$ cat src/sv/train_speed_pi_controller_top_assert.svh
// ----------------------------------------------------------------------------
// train speed pi controller assertion macros
// shared concurrent assertion forms, clocked on clk and held off in reset
// ----------------------------------------------------------------------------
`ifndef TRAIN_SPEED_PI_CONTROLLER_TOP_ASSERT_SVH
`define TRAIN_SPEED_PI_CONTROLLER_TOP_ASSERT_SVH

// antecedent implies consequent in the same cycle
`define TSPC_ASSERT_IMP(name, ante, cons) \
  name: assert property (@(posedge clk) disable iff (!rst_n) (ante) |-> (cons)) \
    else $error("tspc assertion failed");

// condition holds at every edge out of reset
`define TSPC_ASSERT_ALW(name, cond) \
  name: assert property (@(posedge clk) disable iff (!rst_n) (cond)) \
    else $error("tspc assertion failed");

`endif

$ cat src/sv/tspc_pkg.sv
// ----------------------------------------------------------------------------
// tspc_pkg
// widths, register map, reset values and shared types of the speed controller
// ----------------------------------------------------------------------------
package tspc_pkg;

  localparam int SPEED_W  = 16;
  localparam int BYTE_W   = 8;
  localparam int GAIN_W   = 16;
  localparam int DWELL_W  = 16;
  localparam int MAXP_W   = 17;
  localparam int POWER_W  = 18;
  localparam int E_W      = 18;
  localparam int INTEG_W  = 40;
  localparam int MUL_AW   = 17;
  localparam int MUL_BW   = 40;
  localparam int MUL_PW   = 57;
  localparam int ACC_W    = 58;
  localparam int RND_SH   = 32;
  localparam int PFULL_W  = ACC_W - RND_SH;
  localparam int ADDR_W   = 5;
  localparam int DATA_W   = 32;

  // register indexes, byte address is 4 times the index
  localparam logic [2:0] REG_PROP_GAIN   = 3'd0;
  localparam logic [2:0] REG_INTEG_GAIN  = 3'd1;
  localparam logic [2:0] REG_HALF_PERIOD = 3'd2;
  localparam logic [2:0] REG_AUTO_MODE   = 3'd3;
  localparam logic [2:0] REG_DWELL_TICKS = 3'd4;
  localparam logic [2:0] REG_MAX_POWER   = 3'd5;

  localparam logic [GAIN_W-1:0]  RST_HALF_PERIOD = 16'd32768;
  localparam logic [DWELL_W-1:0] RST_DWELL_TICKS = 16'd60;
  localparam logic [MAXP_W-1:0]  RST_MAX_POWER   = 17'd120000;

  localparam logic signed [INTEG_W:0] INTEG_MAX = 41'sd549755813887;
  localparam logic signed [INTEG_W:0] INTEG_MIN = -41'sd549755813887;

  typedef struct packed {
    logic held;
    logic force_zero;
    logic brake_cmd;
    logic doors_open;
    logic headlights;
  } stop_status_t;

endpackage

$ cat src/sv/train_speed_pi_controller_top.sv
// ----------------------------------------------------------------------------
// train_speed_pi_controller_top
// trapezoidal pi speed controller with saturated power and station stops
// ----------------------------------------------------------------------------
//  channel  direction  handshake             payload
//  in_      input      in_valid / in_stall   speed, brakes, limit, setpoint, ...
//  out_     output     out_valid / out_stall power, service brake, doors, lights
//  cfg      apb        psel/penable/pwrite   six control registers
//
//  an item runs from acceptance through the states idle, mul_a, mul_b, mul_c, done:
//  three products in the mul states on the one shared 17x40 multiplier, then the
//  result; the third product needs the first and all share one multiplier, so one item is worked at a time
//  reset (rst_n low, synchronous) clears integrator and stop sequencer and
//  returns the control registers to their defaults
//  a stalled result holds the last cycle; the next item waits in the caller
// ----------------------------------------------------------------------------
module train_speed_pi_controller_top (
  input  logic                                clk,
  input  logic                                rst_n,
  input  logic                                in_valid,
  output logic                                in_stall,
  input  logic [tspc_pkg::SPEED_W-1:0]        in_current_speed,
  input  logic                                in_emergency_brake,
  input  logic                                in_driver_brake,
  input  logic [tspc_pkg::BYTE_W-1:0]         in_speed_limit,
  input  logic [tspc_pkg::BYTE_W-1:0]         in_track_setpoint,
  input  logic [tspc_pkg::BYTE_W-1:0]         in_authority,
  input  logic [tspc_pkg::BYTE_W-1:0]         in_driver_speed,
  input  logic [tspc_pkg::BYTE_W-1:0]         in_beacon_code,
  output logic                                out_valid,
  input  logic                                out_stall,
  output logic signed [tspc_pkg::POWER_W-1:0] out_power,
  output logic                                out_service_brake,
  output logic                                out_doors_open,
  output logic                                out_headlights,
  input  logic                                psel,
  input  logic                                penable,
  input  logic                                pwrite,
  input  logic [tspc_pkg::ADDR_W-1:0]         paddr,
  input  logic [tspc_pkg::DATA_W-1:0]         pwdata,
  output logic [tspc_pkg::DATA_W-1:0]         prdata,
  output logic                                pready
);

  localparam logic [2:0] ST_IDLE  = 3'd0;
  localparam logic [2:0] ST_MUL_A = 3'd1;
  localparam logic [2:0] ST_MUL_B = 3'd2;
  localparam logic [2:0] ST_MUL_C = 3'd3;
  localparam logic [2:0] ST_DONE  = 3'd4;

  // control registers
  logic [tspc_pkg::GAIN_W-1:0]   prop_gain_r, integ_gain_r, half_period_r;
  logic                          auto_mode_r;
  logic [tspc_pkg::DWELL_W-1:0]  dwell_ticks_r;
  logic [tspc_pkg::MAXP_W-1:0]   max_power_r;
  logic                          cfg_wr;
  logic [2:0]                    reg_idx;

  // sequencer and integrator state
  logic [2:0]                          state_r, state_nxt;
  logic signed [tspc_pkg::INTEG_W-1:0] integ_sum_r;
  logic signed [tspc_pkg::E_W-1:0]     prev_error_r;

  // latched item
  logic [tspc_pkg::SPEED_W-1:0] speed_r;
  logic                         ebrake_r, dbrake_r;
  logic [tspc_pkg::BYTE_W-1:0]  limit_r, setp_r, auth_r, drv_r, beacon_r;

  // datapath
  logic [tspc_pkg::BYTE_W-1:0]         target;
  logic signed [tspc_pkg::E_W-1:0]     e_now, e_r, e_sum;
  logic                                mul_en;
  logic [tspc_pkg::MUL_AW-1:0]         mul_a;
  logic signed [tspc_pkg::MUL_BW-1:0]  mul_b;
  logic signed [tspc_pkg::MUL_PW-1:0]  prod_r;
  logic signed [tspc_pkg::INTEG_W:0]   isum_ext;
  logic signed [tspc_pkg::INTEG_W-1:0] isum_sat;
  logic signed [tspc_pkg::ACC_W-1:0]   acc_r, acc_nxt, sum_full;
  logic signed [tspc_pkg::PFULL_W-1:0] p_full, mp_full, p_sat;
  logic signed [tspc_pkg::POWER_W-1:0] power_nxt, mp_s;
  logic                                active, commit;
  tspc_pkg::stop_status_t              st;

  // output register
  logic                                out_valid_r;
  logic signed [tspc_pkg::POWER_W-1:0] out_power_r;
  logic                                out_service_brake_r, out_doors_open_r, out_headlights_r;

  // ---------------- configuration port ----------------
  assign pready  = 1'b1;
  assign reg_idx = paddr[4:2];
  assign cfg_wr  = psel && penable && pwrite && pready;

  always_comb begin
    prdata = '0;
    unique case (reg_idx)
      tspc_pkg::REG_PROP_GAIN:   prdata = {16'd0, prop_gain_r};
      tspc_pkg::REG_INTEG_GAIN:  prdata = {16'd0, integ_gain_r};
      tspc_pkg::REG_HALF_PERIOD: prdata = {16'd0, half_period_r};
      tspc_pkg::REG_AUTO_MODE:   prdata = {31'd0, auto_mode_r};
      tspc_pkg::REG_DWELL_TICKS: prdata = {16'd0, dwell_ticks_r};
      tspc_pkg::REG_MAX_POWER:   prdata = {15'd0, max_power_r};
      default:                   prdata = '0;
    endcase
  end

  always_ff @(posedge clk) begin
    if (!rst_n) begin
      prop_gain_r   <= '0;
      integ_gain_r  <= '0;
      half_period_r <= tspc_pkg::RST_HALF_PERIOD;
      auto_mode_r   <= 1'b1;
      dwell_ticks_r <= tspc_pkg::RST_DWELL_TICKS;
      max_power_r   <= tspc_pkg::RST_MAX_POWER;
    end else if (cfg_wr) begin
      unique case (reg_idx)
        tspc_pkg::REG_PROP_GAIN:   prop_gain_r   <= pwdata[15:0];
        tspc_pkg::REG_INTEG_GAIN:  integ_gain_r  <= pwdata[15:0];
        tspc_pkg::REG_HALF_PERIOD: half_period_r <= pwdata[15:0];
        tspc_pkg::REG_AUTO_MODE:   auto_mode_r   <= pwdata[0];
        tspc_pkg::REG_DWELL_TICKS: dwell_ticks_r <= pwdata[15:0];
        tspc_pkg::REG_MAX_POWER:   max_power_r   <= pwdata[16:0];
        default: begin
        end
      endcase
    end
  end

  // ---------------- sequencer ----------------
  assign in_stall = (state_r != ST_IDLE);
  assign commit   = (state_r == ST_DONE) && (!out_valid_r || !out_stall);

  always_comb begin
    state_nxt = state_r;
    unique case (state_r)
      ST_IDLE:  if (in_valid) state_nxt = ST_MUL_A;
      ST_MUL_A: state_nxt = ST_MUL_B;
      ST_MUL_B: state_nxt = ST_MUL_C;
      ST_MUL_C: state_nxt = ST_DONE;
      ST_DONE:  if (commit) state_nxt = ST_IDLE;
      default:  state_nxt = ST_IDLE;
    endcase
  end

  always_ff @(posedge clk) begin
    if (state_r == ST_IDLE && in_valid) begin
      speed_r  <= in_current_speed;
      ebrake_r <= in_emergency_brake;
      dbrake_r <= in_driver_brake;
      limit_r  <= in_speed_limit;
      setp_r   <= in_track_setpoint;
      auth_r   <= in_authority;
      drv_r    <= in_driver_speed;
      beacon_r <= in_beacon_code;
    end
  end

  // ---------------- error and multiplier operands ----------------
  assign target = (speed_r < {limit_r, 8'd0}) ? (auto_mode_r ? setp_r : drv_r) : limit_r;
  assign e_now  = $signed({2'b00, target, 8'd0}) - $signed({2'b00, speed_r});
  assign e_sum  = e_now + prev_error_r;
  assign active = !(ebrake_r || dbrake_r || (auth_r == '0) || st.held);

  always_comb begin
    mul_en = 1'b0;
    mul_a  = '0;
    mul_b  = '0;
    unique case (state_r)
      ST_MUL_A: begin
        // half period times trapezoid edge sum
        mul_en = 1'b1;
        mul_a  = {1'b0, half_period_r};
        mul_b  = {{(tspc_pkg::MUL_BW-tspc_pkg::E_W){e_sum[tspc_pkg::E_W-1]}}, e_sum};
      end
      ST_MUL_B: begin
        mul_en = 1'b1;
        mul_a  = {1'b0, prop_gain_r};
        mul_b  = {{(tspc_pkg::MUL_BW-tspc_pkg::E_W){e_r[tspc_pkg::E_W-1]}}, e_r};
      end
      ST_MUL_C: begin
        mul_en = 1'b1;
        mul_a  = {1'b0, integ_gain_r};
        mul_b  = integ_sum_r;
      end
      default: begin
      end
    endcase
  end

  tspc_mul u_mul (
    .clk    (clk),
    .en     (mul_en),
    .a      (mul_a),
    .b      (mul_b),
    .prod_r (prod_r)
  );

  // ---------------- integrator ----------------
  assign isum_ext = {integ_sum_r[tspc_pkg::INTEG_W-1], integ_sum_r} +
                    prod_r[tspc_pkg::INTEG_W:0];

  always_comb begin
    if (isum_ext > tspc_pkg::INTEG_MAX) begin
      isum_sat = tspc_pkg::INTEG_MAX[tspc_pkg::INTEG_W-1:0];
    end else if (isum_ext < tspc_pkg::INTEG_MIN) begin
      isum_sat = tspc_pkg::INTEG_MIN[tspc_pkg::INTEG_W-1:0];
    end else begin
      isum_sat = isum_ext[tspc_pkg::INTEG_W-1:0];
    end
  end

  always_ff @(posedge clk) begin
    if (!rst_n) begin
      state_r      <= ST_IDLE;
      integ_sum_r  <= '0;
      prev_error_r <= '0;
    end else begin
      state_r <= state_nxt;
      if (state_r == ST_MUL_B && active) begin
        integ_sum_r  <= isum_sat;
        prev_error_r <= e_r;
      end
    end
  end

  // ---------------- output sum, rounding, saturation ----------------
  // proportional term is shifted to q.32 and carries the half-up rounding bias
  assign acc_nxt  = ({prod_r[tspc_pkg::MUL_PW-1], prod_r} <<< 16) +
                    (58'sd1 <<< (tspc_pkg::RND_SH - 1));
  assign sum_full = acc_r + {prod_r[tspc_pkg::MUL_PW-1], prod_r};
  assign p_full   = sum_full[tspc_pkg::ACC_W-1:tspc_pkg::RND_SH];
  assign mp_full  = $signed({{(tspc_pkg::PFULL_W-tspc_pkg::MAXP_W){1'b0}}, max_power_r});
  assign mp_s     = $signed({1'b0, max_power_r});

  always_comb begin
    if (p_full > mp_full) begin
      p_sat = mp_full;
    end else if (p_full < -mp_full) begin
      p_sat = -mp_full;
    end else begin
      p_sat = p_full;
    end
  end

  assign power_nxt = (active && !st.force_zero) ? p_sat[tspc_pkg::POWER_W-1:0] : '0;

  always_ff @(posedge clk) begin
    if (state_r == ST_MUL_A) begin
      e_r <= e_now;
    end
    if (state_r == ST_MUL_C) begin
      acc_r <= acc_nxt;
    end
  end

  tspc_stop u_stop (
    .clk         (clk),
    .rst_n       (rst_n),
    .commit      (commit),
    .beacon      (beacon_r),
    .speed_zero  (speed_r == '0),
    .dbrake      (dbrake_r),
    .dwell_ticks (dwell_ticks_r),
    .st          (st)
  );

  // ---------------- output register ----------------
  always_ff @(posedge clk) begin
    if (!rst_n) begin
      out_valid_r <= 1'b0;
    end else if (commit) begin
      out_valid_r <= 1'b1;
    end else if (!out_stall) begin
      out_valid_r <= 1'b0;
    end
  end

  always_ff @(posedge clk) begin
    if (commit) begin
      out_power_r         <= power_nxt;
      out_service_brake_r <= st.brake_cmd;
      out_doors_open_r    <= st.doors_open;
      out_headlights_r    <= st.headlights;
    end
  end

  assign out_valid         = out_valid_r;
  assign out_power         = out_power_r;
  assign out_service_brake = out_service_brake_r;
  assign out_doors_open    = out_doors_open_r;
  assign out_headlights    = out_headlights_r;

  // ---------------- assertions ----------------
`include "train_speed_pi_controller_top_assert.svh"

  `TSPC_ASSERT_IMP(a_result_from_done, $rose(out_valid_r), $past(state_r) == ST_DONE)
  `TSPC_ASSERT_IMP(a_integ_only_in_mul_b, !$stable(integ_sum_r), $past(state_r) == ST_MUL_B)
  `TSPC_ASSERT_IMP(a_power_in_range, out_valid_r, (out_power_r <= mp_s) && (out_power_r >= -mp_s))
  `TSPC_ASSERT_IMP(a_doors_need_brake, out_valid_r && out_doors_open_r, out_service_brake_r)

endmodule

$ cat src/sv/tspc_mul.sv
// ----------------------------------------------------------------------------
// tspc_mul
// shared unsigned by signed multiplier with registered product
// ----------------------------------------------------------------------------
module tspc_mul (
  input  logic                                  clk,
  input  logic                                  en,
  input  logic        [tspc_pkg::MUL_AW-1:0]    a,
  input  logic signed [tspc_pkg::MUL_BW-1:0]    b,
  output logic signed [tspc_pkg::MUL_PW-1:0]    prod_r
);

  logic signed [tspc_pkg::MUL_AW+tspc_pkg::MUL_BW:0] full;

  assign full = $signed({1'b0, a}) * b;

  always_ff @(posedge clk) begin
    if (en) begin
      prod_r <= full[tspc_pkg::MUL_PW-1:0];
    end
  end

endmodule

$ cat src/sv/tspc_stop.sv
// ----------------------------------------------------------------------------
// tspc_stop
// beacon decode and station-stop sequencer: brake, doors open, dwell, release
// ----------------------------------------------------------------------------
module tspc_stop (
  input  logic                             clk,
  input  logic                             rst_n,
  input  logic                             commit,
  input  logic [tspc_pkg::BYTE_W-1:0]      beacon,
  input  logic                             speed_zero,
  input  logic                             dbrake,
  input  logic [tspc_pkg::DWELL_W-1:0]     dwell_ticks,
  output tspc_pkg::stop_status_t           st
);

  localparam logic [1:0] PH_RUN   = 2'd0;
  localparam logic [1:0] PH_BRAKE = 2'd1;
  localparam logic [1:0] PH_DWELL = 2'd2;
  localparam logic [1:0] PH_DONE  = 2'd3;

  localparam logic [7:0] BC_PLAIN      = 8'd1;
  localparam logic [7:0] BC_LIGHTS     = 8'd2;
  localparam logic [7:0] BC_STN        = 8'd3;
  localparam logic [7:0] BC_STN_LIGHTS = 8'd4;

  logic [1:0]                      phase_r, phase_nxt;
  logic [tspc_pkg::DWELL_W-1:0]    count_r, count_nxt;
  logic                            station_r, station_nxt;
  logic                            lights_r, lights_nxt;

  always_comb begin
    station_nxt = station_r;
    lights_nxt  = lights_r;
    unique case (beacon)
      BC_PLAIN: begin
        station_nxt = 1'b0;
        lights_nxt  = 1'b0;
      end
      BC_LIGHTS: begin
        station_nxt = 1'b0;
        lights_nxt  = 1'b1;
      end
      BC_STN: begin
        station_nxt = 1'b1;
        lights_nxt  = 1'b0;
      end
      BC_STN_LIGHTS: begin
        station_nxt = 1'b1;
        lights_nxt  = 1'b1;
      end
      default: begin
      end
    endcase
  end

  always_comb begin
    phase_nxt = phase_r;
    count_nxt = count_r;
    if (!station_nxt) begin
      phase_nxt = PH_RUN;
    end else begin
      unique case (phase_r)
        PH_RUN: begin
          if (!speed_zero) begin
            phase_nxt = PH_BRAKE;
          end else begin
            phase_nxt = PH_DWELL;
            count_nxt = '0;
          end
        end
        PH_BRAKE: begin
          if (speed_zero) begin
            phase_nxt = PH_DWELL;
            count_nxt = '0;
          end
        end
        PH_DWELL: begin
          if (count_r >= dwell_ticks) begin
            phase_nxt = PH_DONE;
          end else begin
            count_nxt = count_r + 1'b1;
          end
        end
        default: begin
        end
      endcase
    end
  end

  always_comb begin
    st.held       = (phase_r == PH_BRAKE) || (phase_r == PH_DWELL);
    st.force_zero = station_nxt && (phase_r != PH_DONE);
    st.brake_cmd  = dbrake || (phase_nxt == PH_BRAKE) || (phase_nxt == PH_DWELL);
    st.doors_open = (phase_nxt == PH_DWELL);
    st.headlights = lights_nxt;
  end

  always_ff @(posedge clk) begin
    if (!rst_n) begin
      phase_r   <= PH_RUN;
      count_r   <= '0;
      station_r <= 1'b0;
      lights_r  <= 1'b0;
    end else if (commit) begin
      phase_r   <= phase_nxt;
      count_r   <= count_nxt;
      station_r <= station_nxt;
      lights_r  <= lights_nxt;
    end
  end

endmodule
$ cat config.mk
export PLATFORM = sky130hd
export DESIGN_NAME = train_speed_pi_controller_top
export DESIGN_NICKNAME = d
export VERILOG_FILES = /design/src/sv/tspc_pkg.sv /design/src/sv/train_speed_pi_controller_top.sv /design/src/sv/tspc_mul.sv /design/src/sv/tspc_stop.sv
export VERILOG_INCLUDE_DIRS = /design/src /design/src/sv
export SDC_FILE = /design/constraint.sdc
export NUM_CORES = 2
export LEC_CHECK = 0
export ABC_AREA = 1
export BUFFER_PORTS_ARGS = -buffer_cell sky130_fd_sc_hd__buf_2
export CAP_MARGIN = 15
export CELL_PAD_IN_SITES_DETAIL_PLACEMENT = 0
export CELL_PAD_IN_SITES_GLOBAL_PLACEMENT = 1
export CORE_MARGIN = 2
export CORE_UTILIZATION = 40
export CTS_CLUSTER_SIZE = 24
export DETAILED_ROUTE_END_ITERATION = 10
export GPL_TIMING_DRIVEN = 0
export PLACE_DENSITY_LB_ADDON = 0.1
export SETUP_SLACK_MARGIN = 0.3
export SYNTH_ARGS = -nofsm -noshare
export SYNTH_HDL_FRONTEND = slang
export SYNTH_HIERARCHICAL = 1
export SYNTH_SLANG_ARGS = --single-unit
$ cat constraint.sdc
create_clock -name clk -period 17.5 [get_ports clk]
set_input_delay 3.5 -clock clk [delete_from_list [all_inputs] [get_ports clk]]
set_output_delay 3.5 -clock clk [all_outputs]
set_load 0.01 [all_outputs]
Yosys cells after proc, flatten, opt, wreduce, memory -nomap -nowiden

Cells that the tools add are included.

Flip-flop bits (word level): 374
Latch bits: 0
Memory bits (writable): 0
Memory bits (read-only): 0
Input port bits: 102
Output and inout port bits: 56
Logic and storage cells: 133
Memories: 0

$add $sub $neg: 7
Multiply operators: 1
Div/mod/pow operators: 0
$lt $le $gt $ge: 6
Eq/ne operators: 23
Shifts and indexed selects: 0
Multiplexer cells: 25
Bitwise operators: 1
Reduce and logical (&&, ||, !) cells: 40

Operators by type and width:

| cell                     | number |
|---|---|
| $pmux W40 S3             | 1 |
| $pmux W17 S6             | 1 |
| $mux W40                 | 2 |
| $add A58 B32 Y58 const B | 1 |
| $add A58 B58 Y58         | 1 |
| $mul A17 B40 Y57         | 1 |
| $pmux W16 S3             | 1 |
| $add A41 B41 Y41         | 1 |
| $gt A41 B40 Y1 const B   | 1 |
| $lt A41 B40 Y1 const B   | 1 |
| $mux W16                 | 2 |
| $pmux W16 S2             | 1 |
| $gt A26 B18 Y1           | 1 |
| $lt A26 B26 Y1           | 1 |
| $neg A17 Y26             | 1 |
| $add A17 B17 Y18         | 1 |
| $mux W18                 | 1 |
| $mux W17                 | 1 |
| $sub A16 B16 Y17         | 1 |
| $add A16 B1 Y16 const B  | 1 |
| $eq A8 B2 Y1 const B     | 2 |
| $ge A16 B16 Y1           | 1 |
| $logic_not A16 Y1        | 1 |
| $lt A16 B16 Y1           | 1 |
| 29 further kinds         | 76 |

Logic depth before layout (Yosys ltp)

Word-level depth: 8
Mapped depth: 59
Gate-level depth less buffers: 55

Modules after synthesis

Netlist, hierarchy kept.

By module, submodules not included:

| module                        | instances | cells each | area an instance (um^2) | sequential area each (um^2) |
|---|---|---|---|---|
| tspc_mul                      | 1         | 3633       | 27187.3                 | 1711.6 |
| train_speed_pi_controller_top | 1         | 2904       | 20611.0                 | 7006.7 |
| tspc_stop                     | 1         | 302        | 2058.2                  | 400.4 |

Worst setup path after synthesis

No wires, ideal clock.

Path type: register to register
Start: reg speed_r[9] (netlist bit)
End: reg u_mul/prod_r[43] (netlist bit) (data pin)
Library setup time: 253 ps
Arrival time: 9774 ps
Required time: 17247 ps
Slack: 7473 ps
Cell stages (with the launch flop): 54
Buffers on the path: 4
Clock period less this slack: 10027 ps
Cells stage by stage: edfxtp_1 > ha_1 > a21boi_0 > o211ai_1 > a21oi_1 > a2111oi_1 > clkbuf_1 > a31oi_1 > ha_1 > inv_1 > nor2_1 > nor2_1 > o21bai_1 > a21oi_1 > o21bai_1 > nand2_1 > nand2_1 > nand2_1 > [... 18 more ...] > fa_1 > fa_1 > fa_1 > fa_1 > inv_1 > fa_1 > inv_1 > ha_1 > nand2_1 > inv_1 > a21oi_1 > nor2_1 > nor2_1 > nor2_1 > nor2_1 > nand3_1 > nand2_1 > nand2_1

Word-level cells in the longest chain between the ends: 6

Ends and longest elaborated chain:

| what                     | line                                 | source |
|---|---|---|
| from (decl)              | train_speed_pi_controller_top.sv:65  | `logic [tspc_pkg::SPEED_W-1:0] speed_r;` |
| from (signal assigned)   | train_speed_pi_controller_top.sv:147 | `speed_r <= in_current_speed;` |
| $lt A16 B16 Y1           | train_speed_pi_controller_top.sv:159 | `assign target = (speed_r < {limit_r, 8'd0}) ? (auto_mode_r ? setp_r : drv_r) : limit_r;` |
| $mux W8                  | train_speed_pi_controller_top.sv:159 |  |
| $sub A16 B16 Y17 (*)     | train_speed_pi_controller_top.sv:160 | `assign e_now = $signed({2'b00, target, 8'd0}) - $signed({2'b00, speed_r});` |
| via e_now (one bit)      | train_speed_pi_controller_top.sv:71  | `logic signed [tspc_pkg::E_W-1:0] e_now, e_r, e_sum;` |
| $add A17 B17 Y18 (*)     | train_speed_pi_controller_top.sv:161 | `assign e_sum = e_now + prev_error_r;` |
| $pmux W40 S3 (*)         | train_speed_pi_controller_top.sv:168 | `unique case (state_r)` |
| via mul_b (one bit)      | train_speed_pi_controller_top.sv:74  | `logic signed [tspc_pkg::MUL_BW-1:0] mul_b;` |
| $mul A17 B40 Y57 (*)     | tspc_mul.sv:15                       | `assign full = $signed({1'b0, a}) * b;` |
| via u_mul.full (one bit) | tspc_mul.sv:13                       | `logic signed [tspc_pkg::MUL_AW+tspc_pkg::MUL_BW:0] full;` |
| to (signal assigned)     | tspc_mul.sv:19                       | `prod_r <= full[tspc_pkg::MUL_PW-1:0];` |
| to (decl)                | tspc_mul.sv:10                       | `output logic signed [tspc_pkg::MUL_PW-1:0] prod_r` |

The timed path passes the listed nets; every way through them passes the cells marked *.
A chain may end at the register's enable or synchronous reset.

Worst setup path in the final report

Start: reg speed_r[9] (netlist bit)
End: reg u_mul/prod_r[56] (netlist bit) (data pin)

The elaborated chain is that of the path after synthesis.

==> impl_metrics.py <==
metrics = {
    "setup_path": {
        "crit_path_end_kind": "register",
        "arrival_ns": 13.39,
        "r2r-end": "u_mul/prod_r[56]",
        "crit_end": "u_mul/prod_r[56]",
        "cp_max_fo": 10,
        "start_kind": "register",
        "cpMaxStageDelayCell": "fa_1",
        "slowest_delay_ns": 0.97,
        "rr_startpoint": "speed_r[9]",
        "path_common_cell": "nand2_1",
        "worst-setup-path-type": "register to register",
        "reg2reg_slack_ns": 4.38,
        "reg2reg_depth": 52,
        "cp.required_ns": 17.77,
        "cp-startpoint": "speed_r[9]",
    },
    "sta": {
        "setup_tns_ns": 0,
        "rsz0062_at_grt": "no",
        "finalMaxSlewViolations": 0,
        "max_freq_mhz": 76.2,
        "max-slew-margin-rel_pct": 13.2,
        "hold_viol": 0,
        "fin_crit_ns": 13.12,
        "worstMarginPinSlew_ns": 1.30,
        "min_period_over_period_pct": 75.0,
        "fin_worst_hold_slack_ns": 0.469,
        "fin_worst_skew_ns": 0.0287,
        "setup_viol": 0,
    },
    "grt": {
        "grt_pass1_wl_um": 274000,
        "grt_pass1_vias": 43000,
        "grt_max_degree": 33,
        "grtUsageTotal_pct": 28.8,
        "antenna_found_initial": 8,
        "grt_overflow": 0,
    },
    "clocking": {
        "h-tree-depth": 2,
        "cts_root_buf": "clkbuf_16",
        "cts_buffer_depth": 3,
        "clk_latency_ns": 0.63,
        "cts_made_buffers": 45,
        "cts_sinks": 358,
        "cts-resized-gates": 0,
        "clk_pin_slew_ns": 0.06,
        "post_cts_buffers": 0,
        "cts_tree": "built",
        "cts_hold_buf": 0,
    },
    "placement": {
        "place_hpwl_um": 155000,
        "placed_cell_area_um2": 52800,
        "routabilityCongestion": 0.939,
        "io_buffers": 124,
    },
    "floorplanning": {
        "dieArea_um2": 127000,
        "io_pins": 158,
        "coreArea_um2": 124000,
        "die_h_um": 357,
        "initial_utilization_pct": 40.3,
        "rows": 129,
        "die_w_um": 357,
    },
    "route": {
        "wire_per_inst_um": 21.1,
        "wl_um": 184000,
        "drt_iter0_drc": 3219,
        "route.detailed.drc": 0,
        "vias_per_cell": 5.00,
        "vias": 43600,
        "final_antenna_net_count": 0,
        "first_pass_iters": 8,
    },
    "hold_path": {
        "min_path_type": "register to register",
    },
    "synth": {
        "synth_compound_area_share_pct": 7.61,
        "synth.area.mux_share_pct": 0,
        "synth_top_area_share_pct": 25.6,
        "synthXorXnorAreaFrac_pct": 1.89,
        "synth_edf_count": 195,
        "synth_fa_ha_area_share_pct": 33.4,
        "ys_top_cells_by_area": "fa_1 26%, nand2_1 14%, inv_1 12%",
        "synth_simple_gate_area_share_pct": 24.0,
        "yosys.area.top_type": "fa_1",
        "synth_flop_cell": "edfxtp_1",
        "synthArstFlopShare_pct": 0,
        "yosys_warnings": 6,
        "synth-seq-area-share_pct": 18.3,
        "synth_top_family_by_area": "adder cells",
        "syn_area_um2": 49900,
        "syn_inst": 6839,
        "synth_cell_types": 71,
        "ys_seq_elements": 358,
        "syn_avg_cell_area_um2": 7.29,
    },
    "final_layout": {
        "multi_input_area_um2": 33500,
        "nets": 8092,
        "nFillCells": 13200,
        "postLayoutCellArea_um2": 54300,
        "drive_above_1_share_pct": 6.36,
        "seqCellArea_um2": 9120,
        "syn2layout_area_growth_pct": 8.92,
    },
    "pwr": {
        "finalPower_mw": 3.44,
        "ir_drop_mv": 0.0866,
        "p_per_area_nw_per_um2": 63.4,
        "p_leak_nw": 29.2,
    },
    "run_status": {
        "status": "completed",
    },
    "flow_run": {
        "drv_cap": 0,
    },
}
sequential cells by signal, indices dropped and copies added, names as in the netlist, 17 cells and up:
register and flops:
integ_sum_r 40, u_mul/prod_r 57, max_power_r 17, out_power 18, acc_r 42, prev_error_r 17
e_r 17
critical path: cells and delay by family (launching register included):
family | cells | cell delay [ns]
AND/OR/NAND/NOR | 20 | 2.46
adder cells (fa/ha/maj) | 9 | 4.55
buffers and inverters | 11 | 2.87
AO/OA/AOI/OAI | 11 | 2.36
XOR/XNOR | 1 | 0.11
flip-flops | 1 | 0.40
kinds of logic (layout without fill, tap and decap cells):
group,count (synthesis),after routing
XOR/XNOR,104,104
buffers and inverters,1909,2130
other,2,24
AO/OA/AOI/OAI,658,658
flip-flops,358,358
adder cells (fa/ha/maj),949,949
AND/OR/NAND/NOR,2859,2859
report_power, final:
part	total, mW	internal (mW)	leakage (nW)	switching (mW)
Clock	0.952	0.549	0.725	0.403
Combinational	1.44	0.419	25.3	1.02
Sequential	1.05	0.971	3.17	0.0790
Total	3.44	1.94	29.2	1.51
placed cells by master, fill, tap and decap left out, drive strengths merged, types with 6 or more instances in the layout:
master	count
fa	638
buf	169
o21ai	216
a22oi	10
nand3	252
a221oi	15
o21bai	20
clkinv	20
dfxtp	163
conb	20
a31oi	15
nor4	13
xor2	73
o211ai	10
nor3	49
a21oi	312
nand4	63
clkbuf	270
a21o	10
inv	1664
o21a	6
xnor2	31
nand2	1959
nand3b	7
ha	311
nor2	485
and2	11
a211oi	7
o221ai	25
edfxtp	195
or2	14
layout make-up:
cell class              instances  share of cell area, %
repair buffers                137                   1.47
well taps                    1637                   3.77
clock buffers                  60                   2.29
flip-flops and latches        358                   16.8
diodes                          4                 0.0184
clock inverters                24                  0.456
inverters                    1665                   11.5
plain buffers                 244                   2.06
multi-input cells            4590                   61.6
layer usage:
metal | GRT usage (%) | wire (µm)
met1 | 38.9 | 81400
met2 | 48.3 | 86000
met3 | 3.32 | 9770
met4 | 9.22 | 6650
met5 | 0 | 30
stage by stage:
step	setup WS (ns)	cells	util [%]
detailed placement	4.30	8629	42.7
CTS	4.26	8713	43.9
global placement	4.10	8618	42.5
floorplan	7.47	6857	-
global route	3.32	8716	43.9
finish	4.38	8719	43.9
synth_stat cells, types with 29 or more instances:
master / count
nor2_1: 444
a21oi_2: 31
inv_1: 1644
edfxtp_1: 195
xor2_1: 72
fa_1: 638
nand2_2: 55
nor3_1: 36
nor2_2: 36
a21oi_1: 281
dfxtp_1: 163
nand2_1: 1900
o21ai_0: 208
xnor2_1: 29
clkbuf_1: 208
nand3_1: 230
ha_1: 311
nand4_1: 61
worst min-delay path by stage:
stage,start,endpoint,slack (ns),cells past startpoint
5_1_grt,prev_error_r[7],prev_error_r[7],0.49,2
3_5_place_dp,prev_error_r[7],prev_error_r[7],0.46,2
4_1_cts,prev_error_r[14],prev_error_r[14],0.47,2
6_report,prev_error_r[2],prev_error_r[2],0.47,2
3_3_place_gp,prev_error_r[14],prev_error_r[14],0.45,2
2_1_floorplan,u_mul/prod_r[0],acc_r[16],0.43,0
Note: power is estimated with default switching activity, not from simulation.
